--- src/hdl/ptot_pkg.sv ---
// Shared types, widths and helper functions for the pulse time-over-threshold block.
// Used by the datapath, divider, controller, top level and checker; depends on nothing.
`timescale 1ns / 1ps
`default_nettype none

package ptot_pkg;

   localparam int SAMPLE_W  = 14;
   localparam int BASE_W    = 18;
   localparam int OFFSET_W  = 16;
   localparam int RUN_W     = 4;
   localparam int PEAK_W    = 19;
   localparam int AREA_W    = 29;
   localparam int TIME_W    = 18;
   localparam int STATUS_W  = 2;
   localparam int WHOLE_W   = 12;
   localparam int FRAC_W    = 9;
   localparam int OPER_W    = 20;
   localparam int DIV_STEPS = 8;
   localparam int DIV_CNT_W = $clog2(DIV_STEPS);
   localparam int CSR_IDX_W = 2;

   localparam logic [RUN_W-1:0]    RUN_MAX  = '1;
   localparam logic [TIME_W-1:0]   TIME_MAX = '1;

   localparam logic [STATUS_W-1:0] STATUS_OK        = 2'd0;
   localparam logic [STATUS_W-1:0] STATUS_NO_RUN    = 2'd1;
   localparam logic [STATUS_W-1:0] STATUS_UNORDERED = 2'd2;

   // Register indexes; each register sits at byte address 4 * index.
   localparam logic [CSR_IDX_W-1:0] REG_THRESHOLD_OFFSET = 2'd0;
   localparam logic [CSR_IDX_W-1:0] REG_MIN_RUN          = 2'd1;
   localparam logic [CSR_IDX_W-1:0] REG_MIN_CEILING      = 2'd2;

   typedef enum logic [1:0] {
      ST_RUN,
      ST_DIV,
      ST_FINISH
   } ctrl_state_type;

   typedef struct packed {
      logic accept;
      logic div_commit;
      logic finish_load;
   } dp_cmd_type;

   typedef struct packed {
      logic div_req;
      logic div_done;
   } dp_status_type;

   // Whole samples plus a 1/256 fraction, saturated to the time field.
   function automatic logic [TIME_W-1:0] make_time(input logic [WHOLE_W-1:0] whole,
                                                   input logic [FRAC_W-1:0]  frac);
      logic [WHOLE_W+8:0] t;
      t = {whole, 8'b0} + (WHOLE_W + 9)'(frac);
      return (t > (WHOLE_W + 9)'(TIME_MAX)) ? TIME_MAX : t[TIME_W-1:0];
   endfunction

endpackage

`default_nettype wire

--- src/hdl/pulse_time_over_threshold.sv ---
// A result is offered after the transfer of the window's last sample, and after the shared
// fraction divider's 8 steps and commit when that sample needs an interpolated crossing.
// Throughput: one sample per cycle; the input is held for each interpolated crossing
// and each window close, and a closing sample waits while an earlier result is held.
// Reset (synchronous, active high) clears the controller, the window index and run state,
// and loads the registers with threshold_offset 80, min_run 3 and min_ceiling 1000.
`timescale 1ns / 1ps
`default_nettype none

module pulse_time_over_threshold
   import ptot_pkg::*;
#(
   parameter int MAX_WINDOW = 1024
)
(
   input  wire logic                 clock,
   input  wire logic                 reset,
   // Sample channel.
   input  wire logic                 req_valid,
   output logic                      req_stall,
   input  wire logic [SAMPLE_W-1:0]  req_sample,
   input  wire logic [BASE_W-1:0]    req_baseline,
   input  wire logic                 req_last,
   // Result channel.
   output logic                      rsp_valid,
   input  wire logic                 rsp_stall,
   output logic signed [PEAK_W-1:0]  rsp_peak_height,
   output logic signed [AREA_W-1:0]  rsp_area,
   output logic [TIME_W-1:0]         rsp_fall_time,
   output logic [TIME_W-1:0]         rsp_rise_time,
   output logic [TIME_W-1:0]         rsp_pulse_width,
   output logic [STATUS_W-1:0]       rsp_status,
   // Register port.
   input  wire logic                 psel,
   input  wire logic                 penable,
   input  wire logic                 pwrite,
   input  wire logic [3:0]           paddr,
   input  wire logic [31:0]          pwdata,
   output logic [31:0]               prdata,
   output logic                      pready
);

   // Register map: one 32-bit word per register, indexes from the package.
   logic [OFFSET_W-1:0]  threshold_offset_ff, threshold_offset_in;
   logic [RUN_W-1:0]     min_run_ff, min_run_in;
   logic [SAMPLE_W-1:0]  min_ceiling_ff, min_ceiling_in;
   logic                 csr_write;
   logic [CSR_IDX_W-1:0] csr_index;

   dp_cmd_type          cmd;
   dp_status_type       status;

   assign pready    = 1'b1;
   assign csr_index = paddr[3:2];
   assign csr_write = psel && penable && pwrite;

   // Registers are written in the access phase of a write transfer.
   always_comb begin
      threshold_offset_in = threshold_offset_ff;
      min_run_in          = min_run_ff;
      min_ceiling_in      = min_ceiling_ff;
      if (csr_write) begin
         case (csr_index)
            REG_THRESHOLD_OFFSET: threshold_offset_in = pwdata[OFFSET_W-1:0];
            REG_MIN_RUN:          min_run_in          = pwdata[RUN_W-1:0];
            REG_MIN_CEILING:      min_ceiling_in      = pwdata[SAMPLE_W-1:0];
            default: begin
            end
         endcase
      end
   end

   always_comb begin
      case (csr_index)
         REG_THRESHOLD_OFFSET: prdata = {{(32 - OFFSET_W){1'b0}}, threshold_offset_ff};
         REG_MIN_RUN:          prdata = {{(32 - RUN_W){1'b0}}, min_run_ff};
         REG_MIN_CEILING:      prdata = {{(32 - SAMPLE_W){1'b0}}, min_ceiling_ff};
         default:              prdata = '0;
      endcase
   end

   always_ff @(posedge clock) begin
      if (reset) begin
         threshold_offset_ff <= OFFSET_W'(80);
         min_run_ff          <= RUN_W'(3);
         min_ceiling_ff      <= SAMPLE_W'(1000);
      end else begin
         threshold_offset_ff <= threshold_offset_in;
         min_run_ff          <= min_run_in;
         min_ceiling_ff      <= min_ceiling_in;
      end
   end

   // The controller owns both handshakes; the datapath does the per-sample work and
   // requests an interpolation whenever a crossing needs its fraction computed.
   ptot_ctrl u_ctrl (
      .clock     (clock),
      .reset     (reset),
      .req_valid (req_valid),
      .req_last  (req_last),
      .req_stall (req_stall),
      .rsp_valid (rsp_valid),
      .rsp_stall (rsp_stall),
      .status    (status),
      .cmd       (cmd)
   );

   ptot_datapath #(
      .MAX_WINDOW (MAX_WINDOW)
   ) u_datapath (
      .clock            (clock),
      .reset            (reset),
      .cmd              (cmd),
      .status           (status),
      .threshold_offset (threshold_offset_ff),
      .min_run          (min_run_ff),
      .min_ceiling      (min_ceiling_ff),
      .sample           (req_sample),
      .baseline         (req_baseline),
      .last             (req_last),
      .peak_height      (rsp_peak_height),
      .area             (rsp_area),
      .fall_time        (rsp_fall_time),
      .rise_time        (rsp_rise_time),
      .pulse_width      (rsp_pulse_width),
      .pulse_status     (rsp_status)
   );

endmodule

`default_nettype wire

--- src/hdl/ptot_div.sv ---
// Iterative fraction divider: floor(256 * num / den) clamped to [0, 256], one bit a cycle.
// Depends on ptot_pkg.
`timescale 1ns / 1ps
`default_nettype none

module ptot_div
   import ptot_pkg::*;
(
   input  wire logic                     clock,
   input  wire logic                     reset,
   input  wire logic                     start,
   input  wire logic signed [OPER_W-1:0] num,
   input  wire logic signed [OPER_W-1:0] den,
   output logic                          done,
   output logic [FRAC_W-1:0]             frac
);

   logic                 busy_ff, busy_in;
   logic                 done_ff, done_in;
   logic [DIV_CNT_W-1:0] cnt_ff, cnt_in;
   logic [OPER_W-2:0]    rem_ff, rem_in;
   logic [OPER_W-2:0]    den_ff, den_in;
   logic [7:0]           quo_ff, quo_in;
   logic                 full_ff, full_in;
   logic                 zero_ff, zero_in;

   logic [OPER_W-1:0]    rem2;
   logic [OPER_W-1:0]    diff;
   logic                 ge;

   always_comb begin
      busy_in = busy_ff;
      done_in = 1'b0;
      cnt_in  = cnt_ff;
      rem_in  = rem_ff;
      den_in  = den_ff;
      quo_in  = quo_ff;
      full_in = full_ff;
      zero_in = zero_ff;
      rem2    = {rem_ff, 1'b0};
      diff    = rem2 - {1'b0, den_ff};
      ge      = rem2 >= {1'b0, den_ff};
      if (start) begin
         busy_in = 1'b1;
         cnt_in  = '0;
         quo_in  = '0;
         zero_in = (den <= 0) || (num <= 0);
         full_in = (den > 0) && (num > 0) && (num >= den);
         rem_in  = num[OPER_W-2:0];
         den_in  = den[OPER_W-2:0];
      end else if (busy_ff) begin
         quo_in = {quo_ff[6:0], ge};
         rem_in = ge ? diff[OPER_W-2:0] : rem2[OPER_W-2:0];
         cnt_in = cnt_ff + 1'b1;
         if (cnt_ff == DIV_CNT_W'(DIV_STEPS - 1)) begin
            busy_in = 1'b0;
            done_in = 1'b1;
         end
      end
   end

   always_ff @(posedge clock) begin
      if (reset) begin
         busy_ff <= 1'b0;
         done_ff <= 1'b0;
         cnt_ff  <= '0;
      end else begin
         busy_ff <= busy_in;
         done_ff <= done_in;
         cnt_ff  <= cnt_in;
      end
      rem_ff  <= rem_in;
      den_ff  <= den_in;
      quo_ff  <= quo_in;
      full_ff <= full_in;
      zero_ff <= zero_in;
   end

   assign done = done_ff;
   assign frac = full_ff ? FRAC_W'(256) : (zero_ff ? '0 : {1'b0, quo_ff});

endmodule

`default_nettype wire

--- src/hdl/ptot_datapath.sv ---
// Per-sample datapath: baseline latch, running minimum, area, run tracking, crossing
// captures and the result register. Depends on ptot_pkg and ptot_div.
`timescale 1ns / 1ps
`default_nettype none

module ptot_datapath
   import ptot_pkg::*;
#(
   parameter int MAX_WINDOW = 1024
)
(
   input  wire logic                        clock,
   input  wire logic                        reset,
   input  wire dp_cmd_type                  cmd,
   output dp_status_type                    status,
   input  wire logic [OFFSET_W-1:0]         threshold_offset,
   input  wire logic [RUN_W-1:0]            min_run,
   input  wire logic [SAMPLE_W-1:0]         min_ceiling,
   input  wire logic [SAMPLE_W-1:0]         sample,
   input  wire logic [BASE_W-1:0]           baseline,
   input  wire logic                        last,
   output logic signed [PEAK_W-1:0]         peak_height,
   output logic signed [AREA_W-1:0]         area,
   output logic [TIME_W-1:0]                fall_time,
   output logic [TIME_W-1:0]                rise_time,
   output logic [TIME_W-1:0]                pulse_width,
   output logic [STATUS_W-1:0]              pulse_status
);

   localparam int IDX_W      = $clog2(MAX_WINDOW);
   localparam int AREA_SUM_W = AREA_W + 2;
   localparam logic [IDX_W-1:0] IDX_LAST = IDX_W'(MAX_WINDOW - 1);
   localparam logic signed [AREA_SUM_W-1:0] AREA_HI = AREA_SUM_W'(268435455);
   localparam logic signed [AREA_SUM_W-1:0] AREA_LO = -AREA_SUM_W'(268435456);
   localparam logic signed [OPER_W-1:0]     PEAK_HI = OPER_W'(262143);
   localparam logic signed [OPER_W-1:0]     PEAK_LO = -OPER_W'(262144);

   // Window state.
   logic [IDX_W-1:0]              idx_ff, idx_in;
   logic [BASE_W-1:0]             baseline_ff, baseline_in;
   logic [SAMPLE_W-1:0]           min_ff, min_in;
   logic signed [AREA_W-1:0]      area_ff, area_in;
   logic [RUN_W-1:0]              run_ff, run_in;
   logic [SAMPLE_W-1:0]           prev_ff, prev_in;
   logic [IDX_W-1:0]              start_idx_ff, start_idx_in;
   logic [SAMPLE_W-1:0]           start_before_ff, start_before_in;
   logic [SAMPLE_W-1:0]           start_first_ff, start_first_in;
   logic                          fall_found_ff, fall_found_in;
   logic [TIME_W-1:0]             fall_time_ff, fall_time_in;
   logic                          rise_found_ff, rise_found_in;
   logic [TIME_W-1:0]             rise_time_ff, rise_time_in;
   logic [IDX_W-1:0]              div_whole_ff, div_whole_in;
   logic                          div_to_rise_ff, div_to_rise_in;

   // Result register.
   logic signed [PEAK_W-1:0]      res_peak_ff, res_peak_in;
   logic signed [AREA_W-1:0]      res_area_ff, res_area_in;
   logic [TIME_W-1:0]             res_fall_ff, res_fall_in;
   logic [TIME_W-1:0]             res_rise_ff, res_rise_in;
   logic [TIME_W-1:0]             res_width_ff, res_width_in;
   logic [STATUS_W-1:0]           res_status_ff, res_status_in;

   // Per-sample terms.
   logic                          first;
   logic [BASE_W-1:0]             base_cur;
   logic [SAMPLE_W-1:0]           min_cur;
   logic signed [AREA_W-1:0]      area_cur;
   logic signed [AREA_SUM_W-1:0]  area_sum;
   logic [BASE_W-1:0]             s16;
   logic signed [OPER_W-1:0]      s16_op;
   logic signed [OPER_W-1:0]      thr;
   logic signed [OPER_W-1:0]      before16_op;
   logic signed [OPER_W-1:0]      first16_op;
   logic signed [OPER_W-1:0]      prev16_op;
   logic                          below;
   logic [RUN_W-1:0]              mr;
   logic [RUN_W-1:0]              run_cur;
   logic [RUN_W-1:0]              run_next;
   logic                          fall_found_cur;
   logic                          rise_found_cur;
   logic [IDX_W-1:0]              st_idx;
   logic [SAMPLE_W-1:0]           st_before;
   logic [SAMPLE_W-1:0]           st_first;
   logic                          fall_event;
   logic                          fall_div;
   logic                          rise_last_event;
   logic                          rise_end_event;
   logic                          rise_div;
   logic [TIME_W-1:0]             idx_time;
   logic signed [OPER_W-1:0]      div_num;
   logic signed [OPER_W-1:0]      div_den;
   logic                          div_done;
   logic [FRAC_W-1:0]             div_frac;
   logic [TIME_W-1:0]             commit_time;
   logic signed [OPER_W-1:0]      peak_full;
   logic                          both_found;

   always_comb begin
      first          = (idx_ff == '0);
      base_cur       = first ? baseline : baseline_ff;
      min_cur        = first ? min_ceiling : min_ff;
      area_cur       = first ? '0 : area_ff;
      run_cur        = first ? '0 : run_ff;
      fall_found_cur = first ? 1'b0 : fall_found_ff;
      rise_found_cur = first ? 1'b0 : rise_found_ff;

      s16      = {sample, 4'b0};
      area_sum = AREA_SUM_W'(area_cur)
               + $signed({{(AREA_SUM_W - BASE_W){1'b0}}, base_cur})
               - $signed({{(AREA_SUM_W - BASE_W){1'b0}}, s16});

      s16_op = $signed({{(OPER_W - BASE_W){1'b0}}, s16});
      thr    = $signed({{(OPER_W - BASE_W){1'b0}}, base_cur})
             - $signed({{(OPER_W - OFFSET_W){1'b0}}, threshold_offset});
      below  = s16_op < thr;

      mr       = (min_run == '0) ? RUN_W'(1) : min_run;
      run_next = (run_cur == RUN_MAX) ? RUN_MAX : run_cur + 1'b1;

      // A new run takes its start from the current sample and the sample before it.
      st_idx    = (run_cur == '0) ? idx_ff  : start_idx_ff;
      st_before = (run_cur == '0) ? prev_ff : start_before_ff;
      st_first  = (run_cur == '0) ? sample  : start_first_ff;

      before16_op = $signed({{(OPER_W - BASE_W){1'b0}}, st_before, 4'b0});
      first16_op  = $signed({{(OPER_W - BASE_W){1'b0}}, st_first, 4'b0});
      prev16_op   = $signed({{(OPER_W - BASE_W){1'b0}}, prev_ff, 4'b0});

      idx_time = make_time(WHOLE_W'(idx_ff), '0);

      fall_event      = below && (run_next >= mr) && !fall_found_cur;
      fall_div        = fall_event && (st_idx != '0) && !(last && (st_idx == idx_ff));
      rise_last_event = below && last && (run_next >= mr);
      rise_end_event  = !below && (run_cur >= mr) && (idx_ff != '0);
      rise_div        = rise_end_event && (idx_ff != IDX_W'(1));

      if (rise_div) begin
         div_num = thr - prev16_op;
         div_den = s16_op - prev16_op;
      end else begin
         div_num = before16_op - thr;
         div_den = before16_op - first16_op;
      end

      status.div_req  = fall_div || rise_div;
      status.div_done = div_done;
   end

   ptot_div u_div (
      .clock (clock),
      .reset (reset),
      .start (cmd.accept && status.div_req),
      .num   (div_num),
      .den   (div_den),
      .done  (div_done),
      .frac  (div_frac)
   );

   always_comb begin
      idx_in          = idx_ff;
      baseline_in     = baseline_ff;
      min_in          = min_ff;
      area_in         = area_ff;
      run_in          = run_ff;
      prev_in         = prev_ff;
      start_idx_in    = start_idx_ff;
      start_before_in = start_before_ff;
      start_first_in  = start_first_ff;
      fall_found_in   = fall_found_ff;
      fall_time_in    = fall_time_ff;
      rise_found_in   = rise_found_ff;
      rise_time_in    = rise_time_ff;
      div_whole_in    = div_whole_ff;
      div_to_rise_in  = div_to_rise_ff;
      commit_time     = make_time(WHOLE_W'(div_whole_ff), div_frac);

      if (cmd.accept) begin
         if (last) begin
            idx_in = '0;
         end else if (idx_ff != IDX_LAST) begin
            idx_in = idx_ff + 1'b1;
         end
         baseline_in = base_cur;
         min_in      = (sample < min_cur) ? sample : min_cur;
         if (area_sum > AREA_HI) begin
            area_in = AREA_HI[AREA_W-1:0];
         end else if (area_sum < AREA_LO) begin
            area_in = AREA_LO[AREA_W-1:0];
         end else begin
            area_in = area_sum[AREA_W-1:0];
         end
         run_in  = below ? run_next : '0;
         prev_in = sample;
         if (below && (run_cur == '0)) begin
            start_idx_in    = idx_ff;
            start_before_in = prev_ff;
            start_first_in  = sample;
         end

         fall_found_in = fall_found_cur || fall_event;
         if (fall_event && !fall_div) begin
            fall_time_in = (st_idx == '0) ? '0 : idx_time;
         end

         rise_found_in = rise_found_cur || rise_last_event || rise_end_event;
         if (rise_last_event) begin
            rise_time_in = idx_time;
         end else if (rise_end_event && !rise_div) begin
            rise_time_in = '0;
         end

         if (status.div_req) begin
            div_to_rise_in = rise_div;
            div_whole_in   = rise_div ? idx_ff - 1'b1 : st_idx - 1'b1;
         end
      end

      if (cmd.div_commit) begin
         if (div_to_rise_ff) begin
            rise_time_in = commit_time;
         end else begin
            fall_time_in = commit_time;
         end
      end
   end

   // Result of a closed window, built from the settled window state.
   always_comb begin
      res_peak_in   = res_peak_ff;
      res_area_in   = res_area_ff;
      res_fall_in   = res_fall_ff;
      res_rise_in   = res_rise_ff;
      res_width_in  = res_width_ff;
      res_status_in = res_status_ff;
      peak_full     = $signed({{(OPER_W - BASE_W){1'b0}}, baseline_ff})
                    - $signed({{(OPER_W - BASE_W){1'b0}}, min_ff, 4'b0});
      both_found    = fall_found_ff && rise_found_ff;

      if (cmd.finish_load) begin
         if (peak_full > PEAK_HI) begin
            res_peak_in = PEAK_HI[PEAK_W-1:0];
         end else if (peak_full < PEAK_LO) begin
            res_peak_in = PEAK_LO[PEAK_W-1:0];
         end else begin
            res_peak_in = peak_full[PEAK_W-1:0];
         end
         res_area_in = area_ff;
         if (!both_found) begin
            res_fall_in   = '0;
            res_rise_in   = '0;
            res_width_in  = '0;
            res_status_in = STATUS_NO_RUN;
         end else begin
            res_fall_in = fall_time_ff;
            res_rise_in = rise_time_ff;
            if (fall_time_ff < rise_time_ff) begin
               res_width_in  = rise_time_ff - fall_time_ff;
               res_status_in = STATUS_OK;
            end else begin
               res_width_in  = '0;
               res_status_in = STATUS_UNORDERED;
            end
         end
      end
   end

   always_ff @(posedge clock) begin
      if (reset) begin
         idx_ff        <= '0;
         run_ff        <= '0;
         fall_found_ff <= 1'b0;
         rise_found_ff <= 1'b0;
         baseline_ff   <= '0;
         min_ff        <= SAMPLE_W'(1000);
         area_ff       <= '0;
         prev_ff       <= '0;
      end else begin
         idx_ff        <= idx_in;
         run_ff        <= run_in;
         fall_found_ff <= fall_found_in;
         rise_found_ff <= rise_found_in;
         baseline_ff   <= baseline_in;
         min_ff        <= min_in;
         area_ff       <= area_in;
         prev_ff       <= prev_in;
      end
      start_idx_ff    <= start_idx_in;
      start_before_ff <= start_before_in;
      start_first_ff  <= start_first_in;
      fall_time_ff    <= fall_time_in;
      rise_time_ff    <= rise_time_in;
      div_whole_ff    <= div_whole_in;
      div_to_rise_ff  <= div_to_rise_in;
      res_peak_ff     <= res_peak_in;
      res_area_ff     <= res_area_in;
      res_fall_ff     <= res_fall_in;
      res_rise_ff     <= res_rise_in;
      res_width_ff    <= res_width_in;
      res_status_ff   <= res_status_in;
   end

   assign peak_height  = res_peak_ff;
   assign area         = res_area_ff;
   assign fall_time    = res_fall_ff;
   assign rise_time    = res_rise_ff;
   assign pulse_width  = res_width_ff;
   assign pulse_status = res_status_ff;

endmodule

`default_nettype wire

--- src/hdl/ptot_ctrl.sv ---
// Controller: input stall, interpolation wait, window close and result valid.
// Depends on ptot_pkg.
`timescale 1ns / 1ps
`default_nettype none

module ptot_ctrl
   import ptot_pkg::*;
(
   input  wire logic          clock,
   input  wire logic          reset,
   input  wire logic          req_valid,
   input  wire logic          req_last,
   output logic               req_stall,
   output logic               rsp_valid,
   input  wire logic          rsp_stall,
   input  wire dp_status_type status,
   output dp_cmd_type         cmd
);

   ctrl_state_type state_ff, state_in;
   logic           last_pending_ff, last_pending_in;
   logic           rsp_valid_ff, rsp_valid_in;

   always_comb begin
      state_in        = state_ff;
      last_pending_in = last_pending_ff;
      rsp_valid_in    = rsp_valid_ff && rsp_stall;
      cmd             = '0;
      req_stall       = 1'b1;

      case (state_ff)
         ST_RUN: begin
            // A closing sample waits while an earlier result is still held.
            req_stall  = req_last && rsp_valid_ff && rsp_stall;
            cmd.accept = req_valid && !req_stall;
            if (cmd.accept) begin
               last_pending_in = req_last;
               if (status.div_req) begin
                  state_in = ST_DIV;
               end else if (req_last) begin
                  state_in = ST_FINISH;
               end
            end
         end
         ST_DIV: begin
            if (status.div_done) begin
               cmd.div_commit = 1'b1;
               state_in       = last_pending_ff ? ST_FINISH : ST_RUN;
            end
         end
         ST_FINISH: begin
            cmd.finish_load = 1'b1;
            rsp_valid_in    = 1'b1;
            state_in        = ST_RUN;
         end
         default: begin
            state_in = ST_RUN;
         end
      endcase
   end

   always_ff @(posedge clock) begin
      if (reset) begin
         state_ff        <= ST_RUN;
         last_pending_ff <= 1'b0;
         rsp_valid_ff    <= 1'b0;
      end else begin
         state_ff        <= state_in;
         last_pending_ff <= last_pending_in;
         rsp_valid_ff    <= rsp_valid_in;
      end
   end

   assign rsp_valid = rsp_valid_ff;

endmodule

`default_nettype wire

--- config.mk ---
export PLATFORM = sky130hd
export DESIGN_NAME = pulse_time_over_threshold
export DESIGN_NICKNAME = d
export VERILOG_FILES = /design/src/hdl/ptot_pkg.sv /design/src/hdl/pulse_time_over_threshold.sv /design/src/hdl/ptot_div.sv /design/src/hdl/ptot_datapath.sv /design/src/hdl/ptot_ctrl.sv
export SDC_FILE = /design/constraint.sdc
export NUM_CORES = 1
export LEC_CHECK = 0
export BUFFER_PORTS_ARGS = -buffer_cell sky130_fd_sc_hd__buf_2
export CELL_PAD_IN_SITES_DETAIL_PLACEMENT = 1
export CELL_PAD_IN_SITES_GLOBAL_PLACEMENT = 1
export CORE_ASPECT_RATIO = 0.7
export CORE_MARGIN = 2
export CORE_UTILIZATION = 50
export CTS_CLUSTER_DIAMETER = 120
export DETAILED_ROUTE_END_ITERATION = 8
export PLACE_DENSITY = 0.86
export SYNTH_ARGS = -nofsm -noshare
export SYNTH_HDL_FRONTEND = slang
export SYNTH_SLANG_ARGS = --single-unit
--- constraint.sdc ---
create_clock -name clock -period 15.4 [get_ports clock]
set_clock_uncertainty 0.15 [all_clocks]
set_input_delay 0.77 -clock clock [delete_from_list [all_inputs] [get_ports clock]]
set_output_delay 0.77 -clock clock [all_outputs]
set_load 0.1 [all_outputs]
## Word level (Yosys, flattened, before mapping)

Cells that the tools add are included.

| cells by class | value |
|---|---|
| add/subtract/negate cells | 16 |
| magnitude comparators | 17 |
| equal/unequal tests | 12 |
| multiplexer cells | 56 |
| bitwise gates (word level) | 1 |
| reductions and logical operators | 55 |

Operators by type and width:

| operator | count |
|---|---|
| 18-bit 2-to-1 mux | 13 |
| 29-bit 2-to-1 mux | 3 |
| 19-bit 2-to-1 mux | 4 |
| 18-bit by 18-bit subtractor with 19-bit output | 3 |
| 14-bit 2-to-1 mux | 4 |
| 16-bit case mux with 3 select lines | 1 |
| 20-bit by 1-bit greater-than comparator with 1-bit output, second input constant | 2 |
| 20-bit by 1-bit less-or-equal comparator with 1-bit output, second input constant | 2 |
| 10-bit 2-to-1 mux | 4 |
| 20-bit 2-to-1 mux | 2 |
| 31-bit by 29-bit greater-than comparator with 1-bit output, second input constant | 1 |
| 31-bit by 29-bit < comparator with 1-bit output, second input constant | 1 |
| 31-bit by 19-bit subtractor with 31-bit output | 1 |
| 29-bit by 19-bit adder with 30-bit output | 1 |
| 1-bit logical AND | 23 |
| 21-bit by 18-bit greater-than comparator with 1-bit output, second input constant | 1 |
| 20-bit by 19-bit >= comparator with 1-bit output | 1 |
| 20-bit >= comparator | 1 |
| 20-bit by 19-bit greater-than comparator with 1-bit output, second input constant | 1 |
| 10-bit logical NOT | 2 |
| 19-bit by 20-bit < comparator with 1-bit output | 1 |
| 20-bit by 19-bit < comparator with 1-bit output, second input constant | 1 |
| 10-bit nonzero test | 2 |
| 10-bit by 1-bit subtractor with 10-bit output, second input constant | 2 |
| 38 further kinds | 80 |

| storage, ports and cells | value |
|---|---|
| register bits after elaboration | 371 |
| logic and storage cells | 192 |

## Logic depth before layout (Yosys ltp)

Gate-level depths: netlist (run 1).

| depth | value |
|---|---|
| word-level depth | 15 |
| depth in mapped cells | 48 |
| gate-level depth less buffers | 41 |

## By module

From an unflattened synthesis (run 1), not the netlist that was laid out.

| unflattened totals | value |
|---|---|
| cell total of the unflattened synthesis | 2,823 |
| area total of the unflattened synthesis | 25,433.1 µm² |

Modules (own cells, without submodules):

| module | times used | cells an instance | area each (µm²) | seq. area each (µm²) |
|---|---|---|---|---|
| ptot_datapath | 1 | 2,198 | 19,573.8 | 7,136.8 |
| ptot_div | 1 | 399 | 3,807.4 | 1,461.4 |
| pulse_time_over_threshold | 1 | 202 | 1,835.5 | 680.7 |
| ptot_ctrl | 1 | 24 | 216.5 | 80.1 |

## Least setup slack after synthesis (run 1)

No wires, ideal clock.

| timing path | value |
|---|---|
| path kind | reg-to-reg |
| start | register u_datapath.idx_ff[0] |
| end | register u_datapath.start_before_ff[0], enable pin |
| setup time | 0.481 ns |
| data arrival time | 8.416 ns |
| data required time | 14.769 ns |
| slack | 6.353 ns |
| stages on the path, launching flop included | 30 |
| clock period less this slack | 9.047 ns |
| cell sequence | dfxtp_1 clkbuf_1 inv_1 ha_1 or3b_1 clkbuf_1 nor3_4 clkbuf_1 clkbuf_1 mux2i_1 ha_1 fa_1 nor2_1 o21ai_0 a21oi_1 o21ai_0 nand2b_1 a21oi_1 o21bai_1 xnor2_1 ha_1 nand4_1 nor2_1 a221oi_1 a2111oi_1 o311ai_1 a21oi_1 or3b_1 a21o_1 nor3_1 |

| on the way | value |
|---|---|
| cells in the longest elaborated chain, start to end | 6 |
| elaborated cells on any way between the ends | 8 |
| classes of those cells | 1 x add/sub; 1 x order compare; 2 x mux; 4 x reduce/logical |

RTL lines:

| what | RTL line | source |
|---|---|---|
| start: declaration | ptot_datapath.sv:39 | `logic [IDX_W-1:0] idx_ff, idx_in;` |
| start signal: assignment | ptot_datapath.sv:278 | `idx_ff <= idx_in;` |
| 10-bit logical NOT (*) | ptot_datapath.sv:99 | `first = (idx_ff == '0);` |
| 18-bit 2-to-1 mux | ptot_datapath.sv:100 | `base_cur = first ? baseline : baseline_ff;` |
| 18-bit by 16-bit subtractor with 19-bit output | ptot_datapath.sv:114 | `- $signed({{(OPER_W - OFFSET_W){1'b0}}, threshold_offset});` |
| 19-bit by 20-bit < comparator with 1-bit output | ptot_datapath.sv:115 | `below = s16_op < thr;` |
| 1-bit logical AND (*) | ptot_datapath.sv:194 | `if (below && (run_cur == '0)) begin` |
| 2-bit AND reduction (no source line) (*) | n/a |  |
| end signal: assignment | ptot_datapath.sv:288 | `start_before_ff <= start_before_in;` |
| end: declaration | ptot_datapath.sv:46 | `logic [SAMPLE_W-1:0] start_before_ff, start_before_in;` |

Mark *: on every way between the ends. The rest lies on a longest branch, timed or not.
A chain may end at the register's enable or synchronous reset.

## Worst setup path in the final report (run 1)

| timing path | value |
|---|---|
| start | register u_datapath.idx_ff[0] |
| end | register u_datapath.u_div.full_ff (data pin) |

| on the way | value |
|---|---|
| cells in the longest elaborated chain, start to end | 12 |
| elaborated cells on any way between the ends | 25 |
| classes of those cells | 4 x add/sub; 5 x order compare; 1 x eq/ne; 6 x mux; 9 x reduce/logical |

RTL lines:

| what | RTL line | source |
|---|---|---|
| 10-bit logical NOT (*) | ptot_datapath.sv:99 |  |
| 18-bit 2-to-1 mux (*) | ptot_datapath.sv:100 |  |
| via u_datapath.base_cur[4] | ptot_datapath.sv:65 | `logic [BASE_W-1:0] base_cur;` |
| 18-bit by 16-bit subtractor with 19-bit output (*) | ptot_datapath.sv:114 |  |
| 19-bit by 20-bit < comparator with 1-bit output | ptot_datapath.sv:115 |  |
| 1-bit logical NOT | ptot_datapath.sv:134 | `rise_end_event = !below && (run_cur >= mr) && (idx_ff != '0);` |
| 1-bit logical AND (2 in series) | ptot_datapath.sv:134 |  |
| 1-bit logical AND | ptot_datapath.sv:135 | `rise_div = rise_end_event && (idx_ff != IDX_W'(1));` |
| 20-bit 2-to-1 mux | ptot_datapath.sv:137 | `if (rise_div) begin` |
| 20-bit by 1-bit greater-than comparator with 1-bit output | ptot_div.sv:48 | `full_in = (den > 0) && (num > 0) && (num >= den);` |
| 1-bit logical AND | ptot_div.sv:48 |  |
| 1-bit logical AND (*) | ptot_div.sv:48 |  |
| end signal: assignment | ptot_div.sv:75 | `full_ff <= full_in;` |
| end: declaration | ptot_div.sv:24 | `logic full_ff, full_in;` |

The timed path passes the listed nets; every way through them passes the cells marked *.

==> metrics.yaml, run 1 <==
outcome:
  status: "finished clean"
route:
  first_pass_iters: 7
  wl_per_cell_um: 22.7
  wirelength_um: 83200
  postRouteAntennaNets: 0
  drc: 0
  vias: 22151
  drt_iter0_drc: 1633
  vias_per_cell: 6.04
clock_tree:
  cts_buffer_depth: 3
  cts_setup_buffers: 0
  cts_tree: "yes"
  path_clk_slew_ps: 60
  post_cts_resized: 0
  cts.sinks: 367
  numCtsBuffers: 41
  htree_levels: 2
  clockRootBuffer: "clkbuf_16"
  ctsHoldBuffers: 0
  clk_latency_ps: 600
floorplan:
  rows: 68
  start_util_pct: 50.4
  core-area_sq_um: 49000
  num_io_pins: 215
  dieArea_sq_um: 51200
  die_h_um: 190
  fp.dieW_um: 270
worst_setup_path:
  end_kind: "register"
  reg2reg_depth: 40
  crit_fanout: 50
  cp_common_cell: "o21ai_0"
  reg2reg_from: "u_datapath.idx_ff[0]$_SDFFE_PP0P_"
  cp-start-kind: "register"
  criticalPathCategory: "register to register"
  rrSetupSlack_ps: 4920
  rr_endpoint: "u_datapath.u_div.full_ff$_DFFE_PP_"
  slowest_stage: "or4b_1"
  slowest_delay_ps: 770
  critical_path_required_ps: 15570
  crit_end: "u_datapath.u_div.full_ff$_DFFE_PP_"
  worstPathArrival_ps: 10660
  startpoint: "u_datapath.idx_ff[0]$_SDFFE_PP0P_"
sta:
  rsz0062_at_grt: "false"
  finalCritPeriodShare_pct: 68.1
  max_freq_mhz: 95.4
  slew_viol_final: 0
  hold_viol: 0
  setup_tns_ps: 0
  max_slew_margin_pct: 8.55
  min_period_ps: 10480
  worst_pin_slew_ps: 1360
  finalSetupViolations: 0
min_path:
  worstHoldStart: "pwdata[5]"
  hold_path_depth: 3
  min_path_type: "input pin to register"
synthesis:
  ys_seq_elements: 367
  synth_edf_count: 189
  synth_ff_type: "edfxtp_1"
  yosys_warnings: 0
  synth_cell_types: 104
  async_flop_share_pct: 0
  synth_cells: 2853
  synthTopCellsByArea: "edfxtp_1 (23%), dfxtp_1 (14%), ha_1 (10%)"
  synth_top_area_share_pct: 23.0
  yosys.area.top_type: "edfxtp_1"
  avgSynthCellArea_sq_um: 8.65
  syn_area_sq_um: 24700
  ys_seq_area_share_pct: 37.4
grt:
  grt.overflow.total: 0
  grt_pass1_vias: 23245
  grtUsageTotal_pct: 31.9
  antenna_found_initial: 3
  grt_pass1_wl_um: 130000
  grt_max_degree: 102
placed_design:
  gp_congestion: 0.930
  io_buffers: 179
  dp_hpwl_um: 61600
finish:
  final_nets: 3249
  final_util_pct: 55.9
  multi_input_area_sq_um: 14100
  syn_to_final_growth_pct: 11.0
  seq_area_sq_um: 9240
  nFillCells: 5893
  layout-drive-gt1-share_pct: 10.6
power:
  vdd.ir_drop.worst_mv: 0.0832
  cellPowerDensity_nw_per_um2: 132
  p_leak_nw: 11.8
run:
  maxCapViolCount: 0
==> critical path, delay by kind of cell (launching register included) <==
kind            cells  cell delay [ps]
compound gates     17             3730
xor+xnor            1              460
fa+ha+maj           4             1320
simple gates       14             2840
buf+inv             4             1130
flops               1              490
==> sequential cells by signal, indices dropped and copies added, names as in the netlist, 8 cells and up <==
signal,flops
u_datapath.u_div.den_ff,15
threshold_offset_ff,16
u_datapath.start_first_ff,14
u_datapath.fall_time_ff,18
u_datapath.pulse_width,18
u_datapath.start_idx_ff,10
u_datapath.fall_time,18
min_ceiling_ff,14
u_datapath.area_ff,29
u_datapath.rise_time,18
u_datapath.u_div.quo_ff,8
u_datapath.idx_ff,10
u_datapath.u_div.rem_ff,19
u_datapath.area,29
u_datapath.baseline_ff,18
u_datapath.prev_ff,14
u_datapath.rise_time_ff,18
u_datapath.start_before_ff,14
u_datapath.div_whole_ff,10
u_datapath.min_ff,14
u_datapath.peak_height,19
==> routing by layer <==
layer	track usage, %	part of all wire [%]	vias up
li1	-	-	10247
met1	41.6	43	10933
met2	53.4	47	791
met3	5.11	6.8	180
met4	11.9	3.6	0
met5	0	0	-
==> final cells by class <==
cell class / instances / share of cell area (%)
Clock inverter: 23 / 0.972
Timing Repair Buffer: 199 / 3.83
Sequential cell: 367 / 33.7
Inverter: 215 / 2.95
Tap cell: 665 / 3.04
Antenna cell: 3 / 0.0274
Multi-Input combinational cell: 2143 / 51.4
Clock buffer: 53 / 4.10
==> stage by stage <==
step	instance area, sq um	hold slack [ps]	setup slack (ps)	power (W)	std cells
2_1_floorplan	24700	253	6350	0.00218	2868
3_5_place_dp	26000	288	5210	0.00254	3589
6_report	27400	262	4920	0.00361	3668
5_1_grt	27400	261	4400	0.00378	3668
3_3_place_gp	26000	289	5530	0.00245	3589
4_1_cts	27400	246	5160	0.00359	3665
==> where the power goes <==
part / leakage (nW) / total [W] / internal (W) / switching [W]
combinational: 7.93 / 0.00136 / 0.000466 / 0.000891
sequential: 3.21 / 0.00123 / 0.00114 / 0.0000856
clock: 0.657 / 0.00103 / 0.000576 / 0.000451
total: 11.8 / 0.00361 / 0.00218 / 0.00143
==> cell families (layout without fill, tap and decap cells) <==
| kind of cell | count (synthesis) | count (layout) | synth area share (%) |
|---|---|---|---|
| buf+inv | 358 | 490 | 5.88 |
| mux | 98 | 98 | 4.02 |
| fa+ha+maj | 217 | 217 | 11.2 |
| xor+xnor | 157 | 157 | 5.69 |
| other cells | 2 | 20 | 0.0304 |
| compound gates | 641 | 641 | 16.4 |
| simple gates | 1013 | 1013 | 19.4 |
| flops | 367 | 367 | 37.4 |
==> Yosys cell counts, types with 27 or more instances <==
library cell  count
nor2b_1          34
a21oi_1         204
nor2_1          301
mux2i_1          92
o21ai_0         126
a21o_1           36
inv_1           211
xor2_1           53
nand2b_1         48
nor3_1           76
nand2_1         313
o22ai_1          27
dfxtp_1         178
a211oi_1         43
clkbuf_1         97
nand3_1          68
and3_1           34
ha_1            197
xnor2_1         101
and2_1           35
edfxtp_1        189
==> how the worst min path moves through the flow <==
stage               slack, ps                              endpoint
floorplan                 250  u_datapath.start_idx_ff[4]$_DFFE_PP_
global placement          290         u_datapath.area[15]$_DFFE_PP_
detailed placement        290         u_datapath.area[15]$_DFFE_PP_
CTS                       250        min_ceiling_ff[5]$_SDFFE_PP1P_
global route              260        min_ceiling_ff[5]$_SDFFE_PP1P_
finish                    260        min_ceiling_ff[5]$_SDFFE_PP1P_
==> cells in the final DEF (no fill, tap or decap), drive strengths merged, types with 17 or more instances in the layout <==
master	Yosys	final
a21boi	28	28
xnor2	103	103
inv	214	217
o22ai	27	27
and2	35	35
dfxtp	178	178
xor2	53	53
a211oi	44	44
buf	46	199
a21o	36	36
edfxtp	189	189
conb	2	17
nand2	314	314
nand4	20	20
nand2b	48	48
o21ai	138	138
a31oi	25	25
and3	34	34
a21oi	208	208
nor3	77	77
nor2	302	302
clkbuf	97	53
mux2i	92	92
nor2b	34	34
nand3	69	69
a22oi	18	18
ha	197	197
(Power assumes the default switching activity.)
==> inputs of run 2 (changes only) <==
Settings changed: CORE_UTILIZATION 50 to 42, PLACE_DENSITY 0.86 to 0.76.
Clock period 15.4 ns to 8.8 ns, I/O delays scaled along.
==> run 2 against run 1 <==
First-iteration DRC count down 8.0%. Critical endpoint unchanged. Non-clock buffer count rose by 56. Die area increased by 19%. Routed wire length is 1.3% higher.
==> metrics.yaml, run 2 (synthesis results as in run 1) <==
outcome:
  status: "finished clean"
power:
  p_sw_share_pct: 39.1  # -0.41 points
  p_switching_w: 0.00248  # +73%
  p_int_w: 0.00385  # +76%
  p_leak_nw: 12.1  # +2.3%
  clock_power_share_pct: 28.0  # -0.5 points
  seqPwrFrac_pct: 33.8  # -0.2 points
  vdd.ir_drop.worst_mv: 0.121  # +45%
  pwr-share-comb_pct: 38.2  # +0.6 points
  finalPower_w: 0.00633  # +75%
  cellPowerDensity_nw_per_um2: 226  # +71%
floorplan:
  die_h_um: 207  # +8.9%
  core-area_sq_um: 58200  # +19%
  rows: 74  # +8.8%
  start_util_pct: 42.4  # -8.0 points
  dieArea_sq_um: 60800  # +19%
  num_io_pins: 215  # unchanged
  fp.dieW_um: 294  # +9.0%
sta:
  min_period_ps: 8320  # -2160 ps
  max_slew_margin_pct: 13.1  # +4.5 points
  max_freq_mhz: 120  # +26%
  hold_viol: 0  # unchanged
  worst_pin_slew_ps: 1300  # -59.9 ps
  finalCritPeriodShare_pct: 94.5  # +26 points
  fin_ws_ps: 484  # -4440 ps
  slew_viol_final: 0  # unchanged
  finalSetupViolations: 0  # unchanged
clock_tree:
  clk_latency_ps: 600  # about the same
  cts_buffer_depth: 3  # unchanged
  cts.sinks: 367  # unchanged
  numCtsBuffers: 41  # unchanged
  clockRootBuffer: "clkbuf_16"
  cts_tree: "yes"
  path_clk_slew_ps: 60  # about the same
  htree_levels: 2  # unchanged
route:
  wl_per_cell_um: 22.1  # -2.7%
  postRouteAntennaNets: 0  # unchanged
  first_pass_iters: 5  # -2
  wirelength_um: 84300  # +1.3%
  drt_iter0_drc: 1503  # -8.0%
  vias: 21904  # -1.1%
  drc: 0  # unchanged
  vias_per_cell: 5.74  # -5.0%
worst_setup_path:
  cp-start-kind: "register"
  reg2reg_from: "u_datapath.idx_ff[7]$_SDFFE_PP0P_"
  crit_buf_inv: 6  # +2
  criticalPathCategory: "register to register"
  slowest_stage: "or4_4"
  critical_path_required_ps: 8990  # -6580 ps
  worstPathArrival_ps: 8500  # -2160 ps
  cp_common_cell: "buf_4"
  end_kind: "register"
  rr_endpoint: "u_datapath.u_div.full_ff$_DFFE_PP_"
  rrSetupSlack_ps: 480  # -4440 ps
  reg2reg_depth: 40  # unchanged
  crit_fanout: 15  # -70%
  crit_family: "simple AND/OR/NAND/NOR gates"
  slowest_delay_ps: 590  # -180 ps
grt:
  grt_pass1_wl_um: 130000  # +0.14%
  grtUsageTotal_pct: 27.4  # -4.5 points
  grt_max_degree: 101  # -0.98%
  grt.overflow.total: 0  # unchanged
  grt_pass1_vias: 22864  # -1.6%
  antenna_found_initial: 0  # -3
min_path:
  hold_path_depth: 1  # -2
  worstHoldStart: "req_sample[9]"
  min_path_type: "input pin to register"
  worstHoldEndpoint: "u_datapath.start_first_ff[9]$_DFFE_PP_"
placed_design:
  dp_hpwl_um: 64300  # +4.4%
  dpl-instance-area_sq_um: 26400  # +1.5%
  io_buffers: 179  # unchanged
  dp_cells: 3720  # +3.7%
  place_ws_ps: 160  # -5050 ps
  gp_congestion: 0.953  # +2.5%
finish:
  fin_area_sq_um: 28000  # +2.3%
  layout-drive-gt1-share_pct: 11.9  # +1.3 points
  final_nets: 3305  # +1.7%
  syn_to_final_growth_pct: 13.6
  diodes: 0  # -3
  final_util_pct: 48.1  # -7.8 points
  final_cell_mix: "nand2_1 (312), nor2_1 (301), inv_1 (211), a21oi_1 (202), ha_1 (196)"
  nFillCells: 6878  # +17%
  layout_commonest_cell: "nand2_1"
  fin_cells: 3816  # +4.0%
run:
  maxCapViolCount: 0  # unchanged
[run 2: cell types whose count changed in the layout (fill, tap and decap cells not counted), moves of 3 or more]
cell           previous run  this run
nor4_1                   11         8
diode_2                   3         0
nor4_2                    0         3
clkinvlp_4                8         1
clkinv_1                  1         6
buf_4                    21        60
dlygate4sd3_1             0        17
[run 2: through the flow]
stage	TNS, ps	hold slack (ps)
2_1_floorplan	0	253
4_1_cts	0	64.3
5_1_grt	-95.7	90.0
6_report	0	104
3_5_place_dp	0	297
3_3_place_gp	0	289
[run 2: area by class of cell]
cell class                 count  area [sq um]  area share, %
clock inverter                19           178          0.634
tap                          760           951           3.39
timing repair buffer         255          1510           5.39
multi-input combinational   2143         14200           50.6
clock buffer                  57          1170           4.17
sequential                   367          9240           33.0
inverter                     215           810           2.89
[run 2: worst max path at each step]
stage / startpoint / end / cells past startpoint
floorplan: u_datapath.idx_ff[0]$_SDFFE_PP0P_ / u_datapath.u_div.full_ff$_DFFE_PP_ / 48
global placement: u_datapath.idx_ff[1]$_SDFFE_PP0P_ / u_datapath.u_div.full_ff$_DFFE_PP_ / 40
detailed placement: u_datapath.idx_ff[1]$_SDFFE_PP0P_ / u_datapath.u_div.full_ff$_DFFE_PP_ / 39
CTS: u_datapath.idx_ff[1]$_SDFFE_PP0P_ / u_datapath.u_div.full_ff$_DFFE_PP_ / 39
global route: u_datapath.idx_ff[7]$_SDFFE_PP0P_ / u_datapath.u_div.full_ff$_DFFE_PP_ / 43
finish: u_datapath.idx_ff[7]$_SDFFE_PP0P_ / u_datapath.u_div.full_ff$_DFFE_PP_ / 40
[run 2: metal layers]
metal | up-vias | GRT usage, % | wire, um
met5 | - | 0 | 0
met4 | 0 | 9.27 | 2730
met3 | 141 | 4.14 | 4600
met2 | 582 | 44.4 | 37800
met1 | 10831 | 37.5 | 39100
li1 | 10350 | - | -
[run 2: power by group through the flow]
stage	combinational (W)	clock [W]	sequential, W
after detailed placement	0.00232	0	0.00217
after CTS	0.00236	0.00180	0.00214
after global routing	0.00265	0.00186	0.00216
after global placement	0.00221	0	0.00217
final	0.00242	0.00177	0.00214
after floorplan	0.00157	0	0.00224
[run 2: what timing repair did]
| action | in CTS | in global routing |
|---|---|---|
| endpoints found under the hold margin | 33 | 0 |
| endpoints found under the setup margin | 0 | 44 |
| resized for setup | 0 | 20 |
| hold buffers | 17 | 0 |
| setup buffers | 0 | 3 |
